[src/sv/vval_pkg.sv]
// Package: widths, constants and control types of the velocity limiter.
`timescale 1ns / 1ps
package vval_pkg;

  localparam int unsigned SPEED_WIDTH_DEF = 12;
  localparam int unsigned ROT_WIDTH       = 10;
  localparam int unsigned ACC_WIDTH       = 12;
  localparam logic [ACC_WIDTH-1:0] ACC_RESET = 12'd50;

  // fraction bits of the scaled step, of the length, and the numerator shift
  localparam int unsigned Q_FRAC    = 16;
  localparam int unsigned LEN_FRAC  = 14;
  localparam int unsigned DIV_SHIFT = 30;

  // command to the shared root / divide unit
  typedef struct packed {
    logic start;
    logic div_mode;
  } vval_ctl_t;

endpackage

[src/sv/vval_if.sv]
// Valid/ready channel interfaces for velocity commands and limited results.
`timescale 1ns / 1ps
interface vval_in_if #(
  parameter int unsigned SPEED_WIDTH = vval_pkg::SPEED_WIDTH_DEF
);
  import vval_pkg::*;

  logic                          valid;
  logic                          ready;
  logic signed [SPEED_WIDTH-1:0] speed_x;
  logic signed [SPEED_WIDTH-1:0] speed_y;
  logic signed [ROT_WIDTH-1:0]   rot_rate;

  modport source (output valid, output speed_x, output speed_y, output rot_rate,
                  input ready);
  modport sink   (input valid, input speed_x, input speed_y, input rot_rate,
                  output ready);
endinterface

interface vval_out_if #(
  parameter int unsigned SPEED_WIDTH = vval_pkg::SPEED_WIDTH_DEF
);
  import vval_pkg::*;

  logic                          valid;
  logic                          ready;
  logic signed [SPEED_WIDTH-1:0] out_x;
  logic signed [SPEED_WIDTH-1:0] out_y;
  logic signed [ROT_WIDTH-1:0]   out_rot;
  logic                          was_limited;

  modport source (output valid, output out_x, output out_y, output out_rot,
                  output was_limited, input ready);
  modport sink   (input valid, input out_x, input out_y, input out_rot,
                  input was_limited, output ready);
endinterface

[src/sv/velocity_vector_accel_limiter.sv]
// Top level: xy velocity change limiter with shared root / divide unit.
//
//   channel   dir   handshake        beat contents
//   in_i      in    valid / ready    speed_x, speed_y, rot_rate
//   out_o     out   valid / ready    out_x, out_y, out_rot, was_limited
//   max_acc   in    write enable     max_acc_i, taken on max_acc_we_i
//
// A beat whose change stays within max_acc steps through SQX, SQY, ACC and CHK
// to FIN, where its result is loaded into the output register once the output
// is free. A clipped change adds the root and two divisions on the shared unit;
// the shared subtractor produces one root or quotient bit per cycle.
// in_i.ready is high only while the sequencer is idle; a result waiting in the
// output register does not block the next beat. Reset clears the last x and y
// to zero and loads max_acc with 50.
`timescale 1ns / 1ps
module velocity_vector_accel_limiter #(
  parameter int unsigned SPEED_WIDTH = vval_pkg::SPEED_WIDTH_DEF
) (
  input  logic                              clk_i,
  input  logic                              rst_ni,
  input  logic                              max_acc_we_i,
  input  logic [vval_pkg::ACC_WIDTH-1:0]    max_acc_i,
  vval_in_if.sink                           in_i,
  vval_out_if.source                        out_o
);
  import vval_pkg::*;

  localparam int unsigned DW   = SPEED_WIDTH + 1;               // difference
  localparam int unsigned D2W  = 2 * SPEED_WIDTH + 2;
  localparam int unsigned MW   = (SPEED_WIDTH > ACC_WIDTH) ? SPEED_WIDTH : ACC_WIDTH;
  localparam int unsigned PRW  = 2 * MW;
  localparam int unsigned CMPW = (PRW > D2W) ? PRW : D2W;
  localparam int unsigned PW   = ACC_WIDTH + SPEED_WIDTH;
  localparam int unsigned QW   = ACC_WIDTH + Q_FRAC + 1;
  localparam int unsigned STW  = QW - Q_FRAC + 1;               // step bits
  localparam int unsigned EW   = ((SPEED_WIDTH > STW) ? SPEED_WIDTH : STW) + 2;
  localparam logic signed [EW-1:0] SAT_HI = EW'((1 << (SPEED_WIDTH - 1)) - 1);
  localparam logic signed [EW-1:0] SAT_LO = -SAT_HI - EW'(1);
  localparam logic [QW:0] ROUND_UP = (QW+1)'((1 << Q_FRAC) - 1);

  typedef enum logic [3:0] {
    ST_IDLE, ST_SQX, ST_SQY, ST_ACC, ST_CHK, ST_SQRT,
    ST_MULX, ST_DIVX, ST_MULY, ST_DIVY, ST_FIN
  } state_e;

  state_e                        state_q;
  logic                          start_q;
  logic                          div_q;
  logic [ACC_WIDTH-1:0]          max_acc_q;
  logic signed [SPEED_WIDTH-1:0] prev_x_q;
  logic signed [SPEED_WIDTH-1:0] prev_y_q;
  logic signed [SPEED_WIDTH-1:0] sx_q;
  logic signed [SPEED_WIDTH-1:0] sy_q;
  logic signed [ROT_WIDTH-1:0]   rot_q;
  logic signed [DW-1:0]          dx_q;
  logic signed [DW-1:0]          dy_q;
  logic [PRW-1:0]                prod_q;
  logic [D2W-1:0]                d2_q;
  logic                          lim_q;
  logic signed [EW-1:0]          nx_q;
  logic signed [EW-1:0]          ny_q;
  logic                          out_valid_q;
  logic signed [SPEED_WIDTH-1:0] out_x_q;
  logic signed [SPEED_WIDTH-1:0] out_y_q;
  logic signed [ROT_WIDTH-1:0]   out_rot_q;
  logic                          out_lim_q;

  logic [DW-1:0]          absx;
  logic [DW-1:0]          absy;
  logic [SPEED_WIDTH-1:0] magx;
  logic [SPEED_WIDTH-1:0] magy;
  logic [MW-1:0]          mul_a;
  logic [MW-1:0]          mul_b;
  logic [PRW-1:0]         prod;
  logic                   over_lim;
  logic                   out_free;
  vval_ctl_t              sqd_ctl;
  logic                   sqd_done;
  logic [QW-1:0]          sqd_quo;

  // prev plus the ceiling of a positive step, or minus the floor of a negative one
  function automatic logic signed [EW-1:0] apply_step(
    input logic signed [SPEED_WIDTH-1:0] prev,
    input logic                          neg,
    input logic [QW-1:0]                 q
  );
    logic [QW:0]   q_up;
    logic [EW-1:0] step;
    q_up = (QW+1)'(q) + ROUND_UP;
    if (neg) begin
      step = EW'(q[QW-1:Q_FRAC]);
      return EW'(prev) - step;
    end else begin
      step = EW'(q_up[QW:Q_FRAC]);
      return EW'(prev) + step;
    end
  endfunction

  function automatic logic signed [SPEED_WIDTH-1:0] sat(input logic signed [EW-1:0] v);
    if (v > SAT_HI) begin
      return SAT_HI[SPEED_WIDTH-1:0];
    end else if (v < SAT_LO) begin
      return SAT_LO[SPEED_WIDTH-1:0];
    end
    return v[SPEED_WIDTH-1:0];
  endfunction

  // component magnitudes
  assign absx = dx_q[DW-1] ? -dx_q : dx_q;
  assign absy = dy_q[DW-1] ? -dy_q : dy_q;
  assign magx = absx[SPEED_WIDTH-1:0];
  assign magy = absy[SPEED_WIDTH-1:0];

  // the one multiplier, operands picked by state
  always_comb begin
    case (state_q)
      ST_SQX: begin
        mul_a = MW'(magx);
        mul_b = MW'(magx);
      end
      ST_SQY: begin
        mul_a = MW'(magy);
        mul_b = MW'(magy);
      end
      ST_MULX: begin
        mul_a = MW'(max_acc_q);
        mul_b = MW'(magx);
      end
      ST_MULY: begin
        mul_a = MW'(max_acc_q);
        mul_b = MW'(magy);
      end
      default: begin
        mul_a = MW'(max_acc_q);
        mul_b = MW'(max_acc_q);
      end
    endcase
    prod = mul_a * mul_b;
  end

  // squared change against squared limit
  assign over_lim = CMPW'(d2_q) > CMPW'(prod_q);

  assign out_free = !out_valid_q || out_o.ready;
  assign sqd_ctl  = '{start: start_q, div_mode: div_q};

  vval_sqdiv #(
    .SPEED_WIDTH (SPEED_WIDTH)
  ) u_sqdiv (
    .clk_i  (clk_i),
    .rst_ni (rst_ni),
    .ctl_i  (sqd_ctl),
    .d2_i   (d2_q),
    .num_i  (prod_q[PW-1:0]),
    .done_o (sqd_done),
    .quo_o  (sqd_quo)
  );

  // sequencer, state and output register
  always_ff @(posedge clk_i or negedge rst_ni) begin
    if (!rst_ni) begin
      state_q     <= ST_IDLE;
      start_q     <= 1'b0;
      div_q       <= 1'b0;
      max_acc_q   <= ACC_RESET;
      prev_x_q    <= '0;
      prev_y_q    <= '0;
      out_valid_q <= 1'b0;
    end else begin
      // kick the shared unit for the root and both divisions
      start_q <= (state_q == ST_CHK && over_lim) || (state_q == ST_MULX) ||
                 (state_q == ST_MULY);
      // result offered until taken, reloaded when the sequencer finishes
      out_valid_q <= (state_q == ST_FIN && out_free) || (out_valid_q && !out_o.ready);
      if (max_acc_we_i) begin
        max_acc_q <= max_acc_i;
      end
      case (state_q)
        ST_IDLE: begin
          if (in_i.valid) begin
            sx_q    <= in_i.speed_x;
            sy_q    <= in_i.speed_y;
            rot_q   <= in_i.rot_rate;
            dx_q    <= DW'(in_i.speed_x) - DW'(prev_x_q);
            dy_q    <= DW'(in_i.speed_y) - DW'(prev_y_q);
            state_q <= ST_SQX;
          end
        end
        ST_SQX: begin
          prod_q  <= prod;
          state_q <= ST_SQY;
        end
        ST_SQY: begin
          d2_q    <= D2W'(prod_q) + D2W'(prod);
          state_q <= ST_ACC;
        end
        ST_ACC: begin
          prod_q  <= prod;
          state_q <= ST_CHK;
        end
        ST_CHK: begin
          lim_q <= over_lim;
          if (over_lim) begin
            div_q   <= 1'b0;
            state_q <= ST_SQRT;
          end else begin
            nx_q    <= EW'(sx_q);
            ny_q    <= EW'(sy_q);
            state_q <= ST_FIN;
          end
        end
        ST_SQRT: begin
          if (sqd_done) begin
            state_q <= ST_MULX;
          end
        end
        ST_MULX: begin
          prod_q  <= prod;
          div_q   <= 1'b1;
          state_q <= ST_DIVX;
        end
        ST_DIVX: begin
          if (sqd_done) begin
            nx_q    <= apply_step(prev_x_q, dx_q[DW-1], sqd_quo);
            state_q <= ST_MULY;
          end
        end
        ST_MULY: begin
          prod_q  <= prod;
          div_q   <= 1'b1;
          state_q <= ST_DIVY;
        end
        ST_DIVY: begin
          if (sqd_done) begin
            ny_q    <= apply_step(prev_y_q, dy_q[DW-1], sqd_quo);
            state_q <= ST_FIN;
          end
        end
        ST_FIN: begin
          if (out_free) begin
            prev_x_q    <= sat(nx_q);
            prev_y_q    <= sat(ny_q);
            out_x_q     <= sat(nx_q);
            out_y_q     <= sat(ny_q);
            out_rot_q   <= rot_q;
            out_lim_q   <= lim_q;
            state_q     <= ST_IDLE;
          end
        end
        default: begin
          state_q <= ST_IDLE;
        end
      endcase
    end
  end

  assign in_i.ready        = (state_q == ST_IDLE);
  assign out_o.valid       = out_valid_q;
  assign out_o.out_x       = out_x_q;
  assign out_o.out_y       = out_y_q;
  assign out_o.out_rot     = out_rot_q;
  assign out_o.was_limited = out_lim_q;

endmodule

[src/sv/vval_sqdiv.sv]
// Shared bit-serial square root and divider built around one subtractor.
`timescale 1ns / 1ps
module vval_sqdiv #(
  parameter int unsigned SPEED_WIDTH = vval_pkg::SPEED_WIDTH_DEF
) (
  input  logic                                              clk_i,
  input  logic                                              rst_ni,
  input  vval_pkg::vval_ctl_t                               ctl_i,
  input  logic [2*SPEED_WIDTH+1:0]                          d2_i,
  input  logic [vval_pkg::ACC_WIDTH+SPEED_WIDTH-1:0]        num_i,
  output logic                                              done_o,
  output logic [vval_pkg::ACC_WIDTH+vval_pkg::Q_FRAC:0]     quo_o
);
  import vval_pkg::*;

  localparam int unsigned D2W  = 2 * SPEED_WIDTH + 2;
  localparam int unsigned RW   = SPEED_WIDTH + LEN_FRAC + 1;   // root bits
  localparam int unsigned SW   = RW + 2;                       // subtractor width
  localparam int unsigned QW   = ACC_WIDTH + Q_FRAC + 1;       // quotient bits
  localparam int unsigned PSH  = DIV_SHIFT - QW;               // preshift of numerator
  localparam int unsigned ITER_MAX = (RW > QW) ? RW : QW;
  localparam int unsigned CNTW = $clog2(ITER_MAX + 1);

  logic            busy_q;
  logic            done_q;
  logic            mode_q;      // 1: divide, 0: square root
  logic [CNTW-1:0] cnt_q;
  logic [SW-1:0]   rem_q;
  logic [SW-1:0]   rem_d;
  logic [RW-1:0]   root_q;      // length in Q14, held as divisor
  logic [D2W-1:0]  sh_q;        // radicand bits, two per step
  logic [QW-1:0]   quo_q;

  logic [SW-1:0]   opa;
  logic [SW-1:0]   opb;
  logic [SW:0]     diff;
  logic            ge;

  // the one shared subtract / compare
  always_comb begin
    if (mode_q) begin
      opa = {rem_q[SW-2:0], 1'b0};
      opb = SW'(root_q);
    end else begin
      opa = {rem_q[RW-1:0], sh_q[D2W-1 -: 2]};
      opb = {root_q, 2'b01};
    end
    diff  = {1'b0, opa} - {1'b0, opb};
    ge    = ~diff[SW];
    rem_d = ge ? diff[SW-1:0] : opa;
  end

  // step counter and done pulse
  always_ff @(posedge clk_i or negedge rst_ni) begin
    if (!rst_ni) begin
      busy_q <= 1'b0;
      done_q <= 1'b0;
      mode_q <= 1'b0;
      cnt_q  <= '0;
    end else begin
      done_q <= !ctl_i.start && busy_q && (cnt_q == CNTW'(1));
      if (ctl_i.start) begin
        busy_q <= 1'b1;
        mode_q <= ctl_i.div_mode;
        cnt_q  <= ctl_i.div_mode ? CNTW'(QW) : CNTW'(RW);
      end else if (busy_q) begin
        cnt_q <= cnt_q - 1'b1;
        if (cnt_q == CNTW'(1)) begin
          busy_q <= 1'b0;
        end
      end
    end
  end

  // datapath: one root or quotient bit per step
  always_ff @(posedge clk_i) begin
    if (ctl_i.start) begin
      if (ctl_i.div_mode) begin
        rem_q <= SW'(num_i) << PSH;
        quo_q <= '0;
      end else begin
        rem_q  <= '0;
        root_q <= '0;
        sh_q   <= d2_i;
      end
    end else if (busy_q) begin
      rem_q <= rem_d;
      if (mode_q) begin
        quo_q <= {quo_q[QW-2:0], ge};
      end else begin
        root_q <= {root_q[RW-2:0], ge};
        sh_q   <= sh_q << 2;
      end
    end
  end

  assign done_o = done_q;
  assign quo_o  = quo_q;

endmodule

[src/flat_wrapper.sv]
// flat-port wrapper written by rule: the top's interface ports become plain ports
module velocity_vector_accel_limiter_flat import vval_pkg::*;
#(
  parameter int unsigned SPEED_WIDTH = vval_pkg::SPEED_WIDTH_DEF
)
  (clk_i, rst_ni, max_acc_we_i, max_acc_i, in_i_valid, in_i_speed_x, in_i_speed_y, in_i_rot_rate, in_i_ready, out_o_valid, out_o_out_x, out_o_out_y, out_o_out_rot, out_o_was_limited, out_o_ready);
  vval_in_if #(.SPEED_WIDTH(SPEED_WIDTH)) in_i_i ();
  vval_out_if #(.SPEED_WIDTH(SPEED_WIDTH)) out_o_i ();
  input  logic clk_i;
  input  logic rst_ni;
  input  logic max_acc_we_i;
  input  logic [vval_pkg::ACC_WIDTH-1:0] max_acc_i;
  input wire logic [$bits(in_i_i.valid)-1:0] in_i_valid;
  input wire logic [$bits(in_i_i.speed_x)-1:0] in_i_speed_x;
  input wire logic [$bits(in_i_i.speed_y)-1:0] in_i_speed_y;
  input wire logic [$bits(in_i_i.rot_rate)-1:0] in_i_rot_rate;
  output wire logic [$bits(in_i_i.ready)-1:0] in_i_ready;
  output wire logic [$bits(out_o_i.valid)-1:0] out_o_valid;
  output wire logic [$bits(out_o_i.out_x)-1:0] out_o_out_x;
  output wire logic [$bits(out_o_i.out_y)-1:0] out_o_out_y;
  output wire logic [$bits(out_o_i.out_rot)-1:0] out_o_out_rot;
  output wire logic [$bits(out_o_i.was_limited)-1:0] out_o_was_limited;
  input wire logic [$bits(out_o_i.ready)-1:0] out_o_ready;
  assign in_i_i.valid = in_i_valid;
  assign in_i_i.speed_x = in_i_speed_x;
  assign in_i_i.speed_y = in_i_speed_y;
  assign in_i_i.rot_rate = in_i_rot_rate;
  assign in_i_ready = in_i_i.ready;
  assign out_o_valid = out_o_i.valid;
  assign out_o_out_x = out_o_i.out_x;
  assign out_o_out_y = out_o_i.out_y;
  assign out_o_out_rot = out_o_i.out_rot;
  assign out_o_was_limited = out_o_i.was_limited;
  assign out_o_i.ready = out_o_ready;
  velocity_vector_accel_limiter #(.SPEED_WIDTH(SPEED_WIDTH)) u_core (.clk_i(clk_i), .rst_ni(rst_ni), .max_acc_we_i(max_acc_we_i), .max_acc_i(max_acc_i), .in_i(in_i_i), .out_o(out_o_i));
endmodule
[config.mk]
export PLATFORM = sky130hd
export DESIGN_NAME = velocity_vector_accel_limiter_flat
export DESIGN_NICKNAME = d
export VERILOG_FILES = /design/src/sv/vval_pkg.sv /design/src/sv/vval_if.sv /design/src/sv/velocity_vector_accel_limiter.sv /design/src/sv/vval_sqdiv.sv /design/src/flat_wrapper.sv
export SDC_FILE = /design/constraint.sdc
export NUM_CORES = 1
export LEC_CHECK = 0
export BUFFER_PORTS_ARGS = -buffer_cell sky130_fd_sc_hd__buf_4
export CORE_ASPECT_RATIO = 1.75
export CORE_MARGIN = 2
export CORE_UTILIZATION = 30
export CTS_CLUSTER_DIAMETER = 30
export DETAILED_ROUTE_END_ITERATION = 7
export MAX_ROUTING_LAYER = met4
export SYNTH_ARGS = -nofsm -noshare
export SYNTH_HDL_FRONTEND = slang
export SYNTH_SLANG_ARGS = --single-unit
[constraint.sdc]
create_clock -name clk_i -period 17.9 [get_ports clk_i]
set_input_delay 3.58 -clock clk_i [delete_from_list [all_inputs] [get_ports clk_i]]
set_output_delay 3.58 -clock clk_i [all_outputs]
set_load 0.02 [all_outputs]
======== Word level (Yosys, flattened, before mapping) ========
Index checks and enable logic that the tools add are counted.
word-level totals
  word-level logic and storage cells ...... 162
  bits in registers ....................... 339
operators by class
  equal/unequal tests ..................... 21
  mux-type cells .......................... 59
  magnitude comparators ................... 5
  multipliers ............................. 1
  add/subtract/negate cells ............... 12
  reduce and logical (&&, ||, !) cells .... 34
  bitwise logic cells ..................... 1
operators by type and width
  cell                                                                    count
  29-bit 2-to-1 mux                                                       6
  27-bit 2-to-1 mux                                                       4
  26-bit 2-to-1 mux                                                       4
  12-bit 2-to-1 mux                                                       8
  16-bit 2-to-1 mux                                                       6
  28-bit 2-to-1 mux                                                       3
  16-bit case mux with 2 select lines                                     2
  12-bit case mux with 2 select lines                                     2
  4-bit case mux with 11 select lines                                     1
  12-bit by 15-bit adder with 16-bit output                               2
  16-bit by 12-bit > comparator with 1-bit output, second input constant  2
  16-bit by 12-bit < comparator with 1-bit output, second input constant  2
  29-bit by 16-bit adder with 30-bit output, second input constant        1
  12-bit by 14-bit subtractor with 15-bit output                          2
  29-bit by 29-bit subtractor with 30-bit output                          1
  26-bit by 24-bit > comparator with 1-bit output                         1
  12-bit by 12-bit subtractor with 13-bit output                          2
  24-bit by 24-bit adder with 25-bit output                               1
  25-bit 2-to-1 mux                                                       1
  12-bit by 12-bit multiplier with 24-bit output                          1
  4-bit 2-to-1 mux                                                        6
  12-bit negator                                                          2
  4-bit by 3-bit == test with 1-bit output, second input constant         4
  2-bit inequality test, second input constant                            7
  22 further kinds                                                        62

======== Longest topological paths before layout ========
Gate-level depths: netlist of run 1.
  depth after elaboration ................. 6
  mapped depth ............................ 38

======== Cells and area by module ========
From an unflattened synthesis of run 1, not the netlist that was laid out.
second synthesis, totals
  cells, all modules ...................... 2595
  area, all modules ....................... 26155.1 um^2
modules (own cells, without submodules)
  module                         area an instance (um^2)  instances  cells each  seq. area each (um^2)
  velocity_vector_accel_limiter  19217.2                  1          2007        6394.9
  vval_sqdiv                     6937.9                   1          588         3503.4

======== Worst setup path before layout of run 1 ========
No wires, ideal clock.
  kind .................................... reg2reg
  from .................................... register u_core.dx_q[0]
  to ...................................... register u_core.d2_q[24] (data pin)
  required time ........................... 17.644 ns
  setup time .............................. 0.256 ns
  path slack .............................. 9.656 ns
  cell stages (with the launch flop) ...... 35
  path buffers ............................ 1
  data arrival time ....................... 7.988 ns
  clock period less this slack ............ 8.244 ns
  path through ............................ edfxtp_1 -> inv_1 -> ha_1 -> nand2b_1 -> or4_1 -> or2_2 -> o21ai_1 -> xor2_1 -> nand3_1 -> o21ai_0 -> a221oi_1 -> clkbuf_1 -> nand2_1 -> fa_1 -> fa_1 -> inv_1 -> fa_1 -> fa_1 -> inv_1 -> fa_1 -> inv_1 -> ha_1 -> a21o_1 -> a21oi_1 -> o21bai_1 -> a31o_2 -> a31oi_1 -> o21ai_0 -> a21o_1 -> a21oi_1 -> xnor2_1 -> ha_1 -> or2_2 -> a21o_1 -> a31o_2
on the way
  cells in the longest elaborated chain, start to end .. 5
  elaborated cells between the ends (all ways) .. 6
RTL lines
  element                                             RTL line                              text
  start, declared                                     velocity_vector_accel_limiter.sv:55   logic signed [DW-1:0] dx_q;
  start signal, assigned                              velocity_vector_accel_limiter.sv:184  dx_q <= DW'(in_i.speed_x) - DW'(prev_x_q);
  12-bit negator                                      velocity_vector_accel_limiter.sv:109  assign absx = dx_q[DW-1] ? -dx_q : dx_q;
  12-bit 2-to-1 mux (*)                               velocity_vector_accel_limiter.sv:109
  12-bit case mux with 2 select lines                 velocity_vector_accel_limiter.sv:116  case (state_q)
  12-bit by 12-bit multiplier with 24-bit output (*)  velocity_vector_accel_limiter.sv:138  prod = mul_a * mul_b;
  via u_core.prod[21]                                 velocity_vector_accel_limiter.sv:74   logic [PRW-1:0] prod;
  24-bit by 24-bit adder with 25-bit output (*)       velocity_vector_accel_limiter.sv:194  d2_q <= D2W'(prod_q) + D2W'(prod);
  end signal, assigned                                velocity_vector_accel_limiter.sv:194
  end, declared                                       velocity_vector_accel_limiter.sv:58   logic [D2W-1:0] d2_q;
The timed path passes the listed nets; every way through them passes the cells marked *.
A chain may end at the register's enable or synchronous reset.

======== Final worst setup path of run 1 ========
  from .................................... register u_core.dy_q[0]
  to ...................................... register u_core.d2_q[22] (data pin)
on the way
  cells in the longest elaborated chain, start to end .. 5
  elaborated cells between the ends (all ways) .. 6
RTL lines
  element                                             RTL line                              text
  start, declared                                     velocity_vector_accel_limiter.sv:56   logic signed [DW-1:0] dy_q;
  start signal, assigned                              velocity_vector_accel_limiter.sv:185  dy_q <= DW'(in_i.speed_y) - DW'(prev_y_q);
  12-bit negator                                      velocity_vector_accel_limiter.sv:110  assign absy = dy_q[DW-1] ? -dy_q : dy_q;
  12-bit 2-to-1 mux (*)                               velocity_vector_accel_limiter.sv:110
  12-bit case mux with 2 select lines                 velocity_vector_accel_limiter.sv:116
  12-bit by 12-bit multiplier with 24-bit output (*)  velocity_vector_accel_limiter.sv:138
  via u_core.prod[13]                                 velocity_vector_accel_limiter.sv:74
  24-bit by 24-bit adder with 25-bit output (*)       velocity_vector_accel_limiter.sv:194
Marks and branches as above.

==> results of run 1 <==
[registers in the layout (all words and copies together) (netlist names), 16 cells and up]
| name | count |
|---|---|
| u_core.u_sqdiv.sh_q | 26 |
| u_core.u_sqdiv.quo_o | 29 |
| u_core.u_sqdiv.rem_q | 28 |
| u_core.prod_q | 24 |
| u_core.ny_q | 16 |
| u_core.d2_q | 25 |
| u_core.nx_q | 16 |
| u_core.u_sqdiv.root_q | 27 |
[per-stage QoR]
stage	instance area [um2]	std cells	utilization, %
6_report	30610	3885	35.82
5_1_grt	30610	3884	35.82
4_1_cts	30610	3884	35.82
3_5_place_dp	27860	3737	32.60
3_3_place_gp	27860	3737	32.60
2_1_floorplan	25870	2557	-
[synth_stat cells, types with 16 or more instances]
master,count
sky130_fd_sc_hd__a21o_1,74
sky130_fd_sc_hd__a21oi_1,158
sky130_fd_sc_hd__a31oi_1,20
sky130_fd_sc_hd__and2_1,37
sky130_fd_sc_hd__and3_1,23
sky130_fd_sc_hd__clkbuf_1,77
sky130_fd_sc_hd__dfrtp_1,48
sky130_fd_sc_hd__edfxtp_1,287
sky130_fd_sc_hd__fa_1,108
sky130_fd_sc_hd__ha_1,225
sky130_fd_sc_hd__inv_1,254
sky130_fd_sc_hd__mux2_2,89
sky130_fd_sc_hd__mux2i_1,31
sky130_fd_sc_hd__nand2_1,206
sky130_fd_sc_hd__nand2b_1,36
sky130_fd_sc_hd__nand3_1,57
sky130_fd_sc_hd__nor2_1,158
sky130_fd_sc_hd__nor2b_1,87
sky130_fd_sc_hd__nor3_1,43
sky130_fd_sc_hd__o21a_1,16
sky130_fd_sc_hd__o21ai_0,112
sky130_fd_sc_hd__o31ai_1,20
sky130_fd_sc_hd__or2_2,17
sky130_fd_sc_hd__xnor2_1,102
sky130_fd_sc_hd__xor2_1,49
[cells by family after synthesis]
kind of cell / share of synthesized area (%)
and+or+nand+nor: 13.36
AOI/OAI and AO/OA: 13.75
buffers and inverters: 5.204
DFF: 38.26
adders and majority gates: 19.24
xor gates and xnor gates: 5.112
muxes: 5.074
[cell type report]
class                           instances  area (um2)
Timing Repair Buffer                  120       900.9
Multi-Input combinational cell       1870       14650
Antenna cell                            1       2.502
Inverter                              257       964.7
Sequential cell                       338        9903
Clock buffer                           92        2132
Clock inverter                         55       619.3
Tap cell                             1152        1441
Fill cell                            8564       54850
[routing by layer]
layer / vias up / routed length (um)
met5: - / 0
met4: 0 / 4743
met3: 229 / 2157
met2: 416 / 39950
met1: 9332 / 24980
li1: 9281 / -
[worst max-delay path by stage]
stage,from,endpoint,slack (ns),cells past startpoint
final,u_core.dy_q[0],u_core.d2_q[22],8.75,33
after global routing,u_core.dy_q[0],u_core.d2_q[22],8.06,33
after floorplan,u_core.dx_q[0],u_core.d2_q[24],9.66,34
after global placement,u_core.dy_q[0],u_core.d2_q[22],8.82,33
after detailed placement,u_core.dy_q[0],u_core.d2_q[22],8.77,33
after CTS,u_core.dy_q[0],u_core.d2_q[22],8.75,33
[cell usage in the layout, fill, tap and decap left out, drive strengths merged, types with 21 or more instances in the layout]
cell and instances:
o21ai 120, inv 267, nand2b 36, and2 37, nor3 43, xnor2 102, nor2 158, xor2 49
nand2 206, a21oi 158, mux2i 31, and3 23, clkinv 24, o31ai 22, clkbuf 92, mux2 89
edfxtp 287, a31oi 21, buf 120, dfrtp 48, nor2b 87, a21o 74, nand3 57, ha 225
fa 108
==> impl_metrics.json, run 1 <==
{
  "numClockSinks": 338,
  "drt_first_pass_iters": 6,
  "clock_insertion_delay_worst_skew_ns": 0.63,
  "regToRegSetupSlack_ns": 8.75,
  "worst-path-buf-inv": 4,
  "hold_path_depth": 0,
  "drv_slew": 0,
  "global_route.peak_usage_layer": "met2",
  "cts_resized": 0,
  "synth-edff-count": 287,
  "synth-warning-count": 0,
  "clock_tree_from_tritoncts": "done",
  "ant_nets": 0,
  "hpwlAfterDp_um": 56090,
  "fmax_ghz": 0.1092,
  "cts_made_buffers": 80,
  "synth.area.top_cells": "sky130_fd_sc_hd__edfxtp_1 (33%), sky130_fd_sc_hd__ha_1 (11%), sky130_fd_sc_hd__fa_1 (8.4%)",
  "die-area_um2": 88690,
  "synth_largest_area_cell": "sky130_fd_sc_hd__edfxtp_1",
  "drive_above_1_share_pct": 13.95,
  "critPathMaxStageDelay_ns": 0.90,
  "synthCells": 2557,
  "final_hold_viol_count": 0,
  "grt_max_degree": 68,
  "origin_of_the_worst_min_delay_path": "u_core.lim_q",
  "tns_ns": 0,
  "layout.nets": 3051,
  "count_of_h_tree_levels_built_during_cts": 3,
  "drv.max_cap_violation_count": 0,
  "cts.reportedPaths.clkPinSlew_ns": 0.05,
  "avgSynthCellArea_um2": 10.12,
  "hold_class": "register to register",
  "drt_drc_violations_left": 0,
  "netlist_area_um2": 25870,
  "critPathTopFamily": "adder cells",
  "grt_overflow": 0,
  "drt_wl_total_um": 71830,
  "worst_path_setup_slack_after_routing_ns": 8.745,
  "quantity_of_hold_fixing_buffers_added_after_cts": 0,
  "r2r-start": "u_core.dy_q[0]",
  "synth_top_cell_area_share_pct": 33.32,
  "worst-endpoint-required_ns": 18.26,
  "setup.worst_path.class": "register to register",
  "register_area_share_after_synthesis_pct": 38.26,
  "r2r_worst_path_depth": 33,
  "initial_utilization_pct": 30.27,
  "dr_total_vias": 19260,
  "post-cts-setup-buffers": 0,
  "tightest_slew_ns": 1.262,
  "timing.critical_path.fanout_max": 12,
  "finalCritPeriodShare_pct": 51.14,
  "grt_use_total_pct": 17.13,
  "number_of_antenna_violations_at_the_first_check_in_global_routing": 1,
  "detail_route.wl_per_cell_um": 18.49,
  "chipHeight_um": 392.5,
  "clock_tree.root_cell": "sky130_fd_sc_hd__clkbuf_16",
  "run_status": "complete, no violations",
  "critPathLaunchType": "register",
  "layout-area-overhead-vs-synth_pct": 18.34,
  "synthDistinctLibCells": 76,
  "critPathCaptureType": "register",
  "drt-initial-drc-count": 797,
  "holdWs_ns": 0.4124,
  "r2r_end": "u_core.d2_q[22]",
  "grt_pass1_vias": 21080,
  "critical_path_data_arrival_time_ns": 9.52,
  "synth.ff_latch_count": 338,
  "placementRows": 142,
  "whs_endpoint": "u_core.out_o.was_limited",
  "synth_nets": 2941,
  "clk_path_buf_depth": 3,
  "crit_path_top_delay_cell": "sky130_fd_sc_hd__o221ai_1",
  "worst_clock_skew_ns": 0.03313,
  "viasPerCell": 4.957,
  "grt_setup_unrepaired": "false",
  "routability_congestion": 0.9065,
  "crit_path_frequent_cell": "sky130_fd_sc_hd__fa_1",
  "slew_headroom_pct": 15.87,
  "die_w_um": 226.0,
  "wire_length_of_the_first_global_routing_pass_um": 113300,
  "core-area_um2": 85460,
  "postSynth.topFlopCell": "sky130_fd_sc_hd__edfxtp_1",
  "floorplan.io_pins": 88,
  "buffer_ports.inserted": 87,
  "global_routing_met3_resource_utilization_pct": 1.868,
  "asyncSetResetFlopFracSynth_pct": 15.09,
  "met2_usage_pct": 32.91,
  "use_met1_pct": 15.85,
  "final_critical_delay_including_setup_and_external_delays_ns": 9.155,
  "setup_viol": 0,
  "detailedPlace.worstSlack_ns": 8.771
}
Power of run 1 is not shown: default switching activity piles up to over one toggle a cycle in this logic, so the estimate is an artifact.
==> run 2, diff against run 1 <==
--- a/config.mk
+++ b/config.mk
@@ -5,6 +5,7 @@
 export SDC_FILE = /design/constraint.sdc
 export NUM_CORES = 1
 export LEC_CHECK = 0
+export ABC_AREA = 1
 export BUFFER_PORTS_ARGS = -buffer_cell sky130_fd_sc_hd__buf_4
 export CORE_ASPECT_RATIO = 1.75
 export CORE_MARGIN = 2
==> constraint.sdc (replaced) <==
create_clock -name clk_i -period 8.9 [get_ports clk_i]
set_input_delay 1.78 -clock clk_i [delete_from_list [all_inputs] [get_ports clk_i]]
set_output_delay 1.78 -clock clk_i [all_outputs]
set_load 0.02 [all_outputs]
==> run 2 against run 1 <==
  * Via count increased by 25%
  * Register-to-register slack got worse by 8.3 ns
  * Clock skew up 0.0013 ns
  * Setup slack got worse by 8.3 ns
  * Sequential cell count unchanged
  * Critical endpoint is now u_core.d2_q[16]
  * Largest cell class unchanged
==> impl_metrics.json, run 2 <==
{
  "final.fill_count": 9758,
  "setup_viol": 0,
  "netlist_area_um2": 27960,
  "worst-endpoint-required_ns": 9.28,
  "final_critical_delay_including_setup_and_external_delays_ns": 8.430,
  "yosys.cell_count.top_type": "sky130_fd_sc_hd__nand2_1",
  "slew_headroom_pct": 26.38,
  "synthCells": 3606,
  "drt_first_pass_iters": 5,
  "numClockSinks": 338,
  "critPathTopFamily": "adder cells",
  "grt_use_total_pct": 19.20,
  "timing.critical_path.fanout_max": 15,
  "placed_area_um2": 29950,
  "crit_path_top_delay_cell": "sky130_fd_sc_hd__fa_1",
  "synthDistinctLibCells": 58,
  "synthTopCellsByCount": "sky130_fd_sc_hd__nand2_1 (982), sky130_fd_sc_hd__inv_1 (609), sky130_fd_sc_hd__nor2_1 (304)",
  "clk_path_buf_depth": 3,
  "diodes": 0,
  "worst_clock_skew_ns": 0.03441,
  "hold_class": "register to register",
  "avgSynthCellArea_um2": 7.753,
  "clock_insertion_delay_worst_skew_ns": 0.64,
  "die_w_um": 234.8,
  "critPathMaxStageDelay_ns": 0.54,
  "fmax_ghz": 0.1186,
  "worst_voltage_drop_across_the_vdd_grid_mv": 0.2649,
  "drt_drc_violations_left": 0,
  "cts.reportedPaths.clkPinSlew_ns": 0.05,
  "finalCritPeriodShare_pct": 94.71,
  "initial_utilization_pct": 30.13,
  "drt-initial-drc-count": 1150,
  "synth.ff_latch_count": 338,
  "critPathLaunchType": "register",
  "drive_above_1_share_pct": 8.176,
  "dr_total_vias": 24050,
  "drv.max_cap_violation_count": 0,
  "grt_max_degree": 85,
  "final_hold_viol_count": 0,
  "critPathCaptureType": "register",
  "yosys.area_share.xor_xnor_pct": 2.851,
  "clock_tree.root_cell": "sky130_fd_sc_hd__clkbuf_16",
  "drv_slew": 0,
  "detail_route.wl_per_cell_um": 18.07,
  "synth.area.mux_share_pct": 0.08056,
  "placementRows": 148,
  "grt_setup_unrepaired": "false",
  "layout-area-overhead-vs-synth_pct": 15.55,
  "layout.nets": 4096,
  "postSynth.topFlopCell": "sky130_fd_sc_hd__edfxtp_1",
  "ant_nets": 0,
  "pwr_density_cell_nw_per_um2": 293.8,
  "clock_tree_from_tritoncts": "done",
  "die-area_um2": 95740,
  "synth_largest_area_cell": "sky130_fd_sc_hd__edfxtp_1",
  "sequential_cell_area_um2": 9901,
  "synth_simple_gate_area_share_pct": 23.96,
  "setup.worst_path.class": "register to register",
  "largest_register_ffs": 29,
  "most_common_cell_after_layout_fill_and_taps_aside": "sky130_fd_sc_hd__nand2_1",
  "worst-path-buf-inv": 5,
  "count_of_h_tree_levels_built_during_cts": 3,
  "synth_nets": 3990,
  "wire_length_of_the_first_global_routing_pass_um": 138000,
  "grt_overflow": 0,
  "synth-warning-count": 0,
  "asyncSetResetFlopFracSynth_pct": 15.09,
  "synth_top_cell_area_share_pct": 30.83,
  "synth.area.top_cells": "sky130_fd_sc_hd__edfxtp_1 (31%), sky130_fd_sc_hd__nand2_1 (13%), sky130_fd_sc_hd__ha_1 (10%)",
  "final_area_um2": 32300,
  "floorplan.io_pins": 88,
  "viasPerCell": 4.841,
  "post-cts-setup-buffers": 0,
  "drt_wl_total_um": 89750,
  "synth-edff-count": 287,
  "tightest_slew_ns": 1.098,
  "multi_input_comb_area_um2": 15360,
  "number_of_antenna_violations_at_the_first_check_in_global_routing": 0,
  "power.static_leakage_nw": 15.39,
  "cts_made_buffers": 69,
  "yosys.area_share.adder_pct": 17.80,
  "chipHeight_um": 407.8,
  "buffer_ports.inserted": 87,
  "routability_congestion": 0.9872,
  "critical_path_data_arrival_time_ns": 8.81,
  "crit_path_frequent_cell": "sky130_fd_sc_hd__nand2_1",
  "total_placed_cells_including_tap_cells": 4841,
  "run_status": "complete, no violations",
  "most-common-layout-cells": "sky130_fd_sc_hd__nand2_1 (982), sky130_fd_sc_hd__inv_1 (609), sky130_fd_sc_hd__nor2_1 (300)",
  "finalPower_mw": 9.491,
  "core-area_um2": 92770,
  "register_area_share_after_synthesis_pct": 35.41,
  "synth_compound_area_share_pct": 10.10,
  "grt_pass1_vias": 25330,
  "tns_ns": 0,
  "layout_cells_excl_fill": 4967,
  "main_combinational_cell_family_by_area_after_synthesis": "simple AND/OR/NAND/NOR gates",
  "hpwlAfterDp_um": 73150
}
==> run 2: cell types whose count changed after synthesis, moves of 29 or more <==
cell	change
sky130_fd_sc_hd__nand2b_1	-36
sky130_fd_sc_hd__o21ai_0	+140
sky130_fd_sc_hd__inv_1	+355
sky130_fd_sc_hd__nor2b_1	-85
sky130_fd_sc_hd__clkbuf_1	-35
sky130_fd_sc_hd__and2_1	-29
sky130_fd_sc_hd__xnor2_1	-68
sky130_fd_sc_hd__mux2i_1	-31
sky130_fd_sc_hd__nor2_1	+146
sky130_fd_sc_hd__nand2_1	+776
sky130_fd_sc_hd__nand3_1	+169
sky130_fd_sc_hd__mux2_2	-87
sky130_fd_sc_hd__a21o_1	-63
==> run 2: area by class of cell <==
type | count | share of cell area [%]
clock inverters | 49 | 1.716
repair buffers | 108 | 2.510
inverters | 632 | 7.367
clock buffers | 77 | 5.566
well taps | 1200 | 4.648
multi-input cells | 2563 | 47.55
flip-flops and latches | 338 | 30.65
==> run 2: logic make-up after synthesis <==
group / Yosys count
and+or+nand+nor: 1622
buffers and inverters: 705
AOI/OAI and AO/OA: 515
DFF: 338
adders and majority gates: 333
xor gates and xnor gates: 91
muxes: 2
==> run 2: where the power goes <==
part,switching (mW),internal [mW]
registers,0.0138,2.01
logic,3.20,1.64
clock network,0.945,1.69
==> run 2: final timing paths <==
path / depth (start not counted) / from / end / slack (ns)
worst max-delay path: 33 / u_core.state_q[3] / u_core.d2_q[16] / 0.47
worst min-delay path: 0 / u_core.rot_q[7] / u_core.out_o.out_rot[7] / 0.40
worst max register to register: 33 / u_core.state_q[3] / u_core.d2_q[16] / 0.47
worst min register to register: 0 / u_core.rot_q[7] / u_core.out_o.out_rot[7] / 0.40
max in group asynchronous: 2 / rst_ni / u_core.start_q / 6.87
min in group asynchronous: 2 / rst_ni / u_core.max_acc_q[10] / 1.35
==> run 2: per-stage QoR <==
step	setup slack, ns	hold slack (ns)	util (%)
2_1_floorplan	2.173	0.4003	-
3_3_place_gp	0.3098	0.4008	32.29
3_5_place_dp	0.3065	0.4045	32.29
4_1_cts	0.3109	0.3976	34.82
5_1_grt	0.007221	0.4036	34.82
6_report	0.4704	0.3966	34.82
==> run 2: layer usage <==
metal  part of all wire, %  track usage [%]
met5                     0                -
met4                   8.0            13.87
met3                   2.8            2.251
met2                    56            37.42
met1                    33            16.65
==> run 2: timing repair <==
action,in CTS,in global routing
hold buffers,0,0
setup endpoints to repair,0,6
resized for setup,0,1
Note: power is estimated with default switching activity, not from simulation.
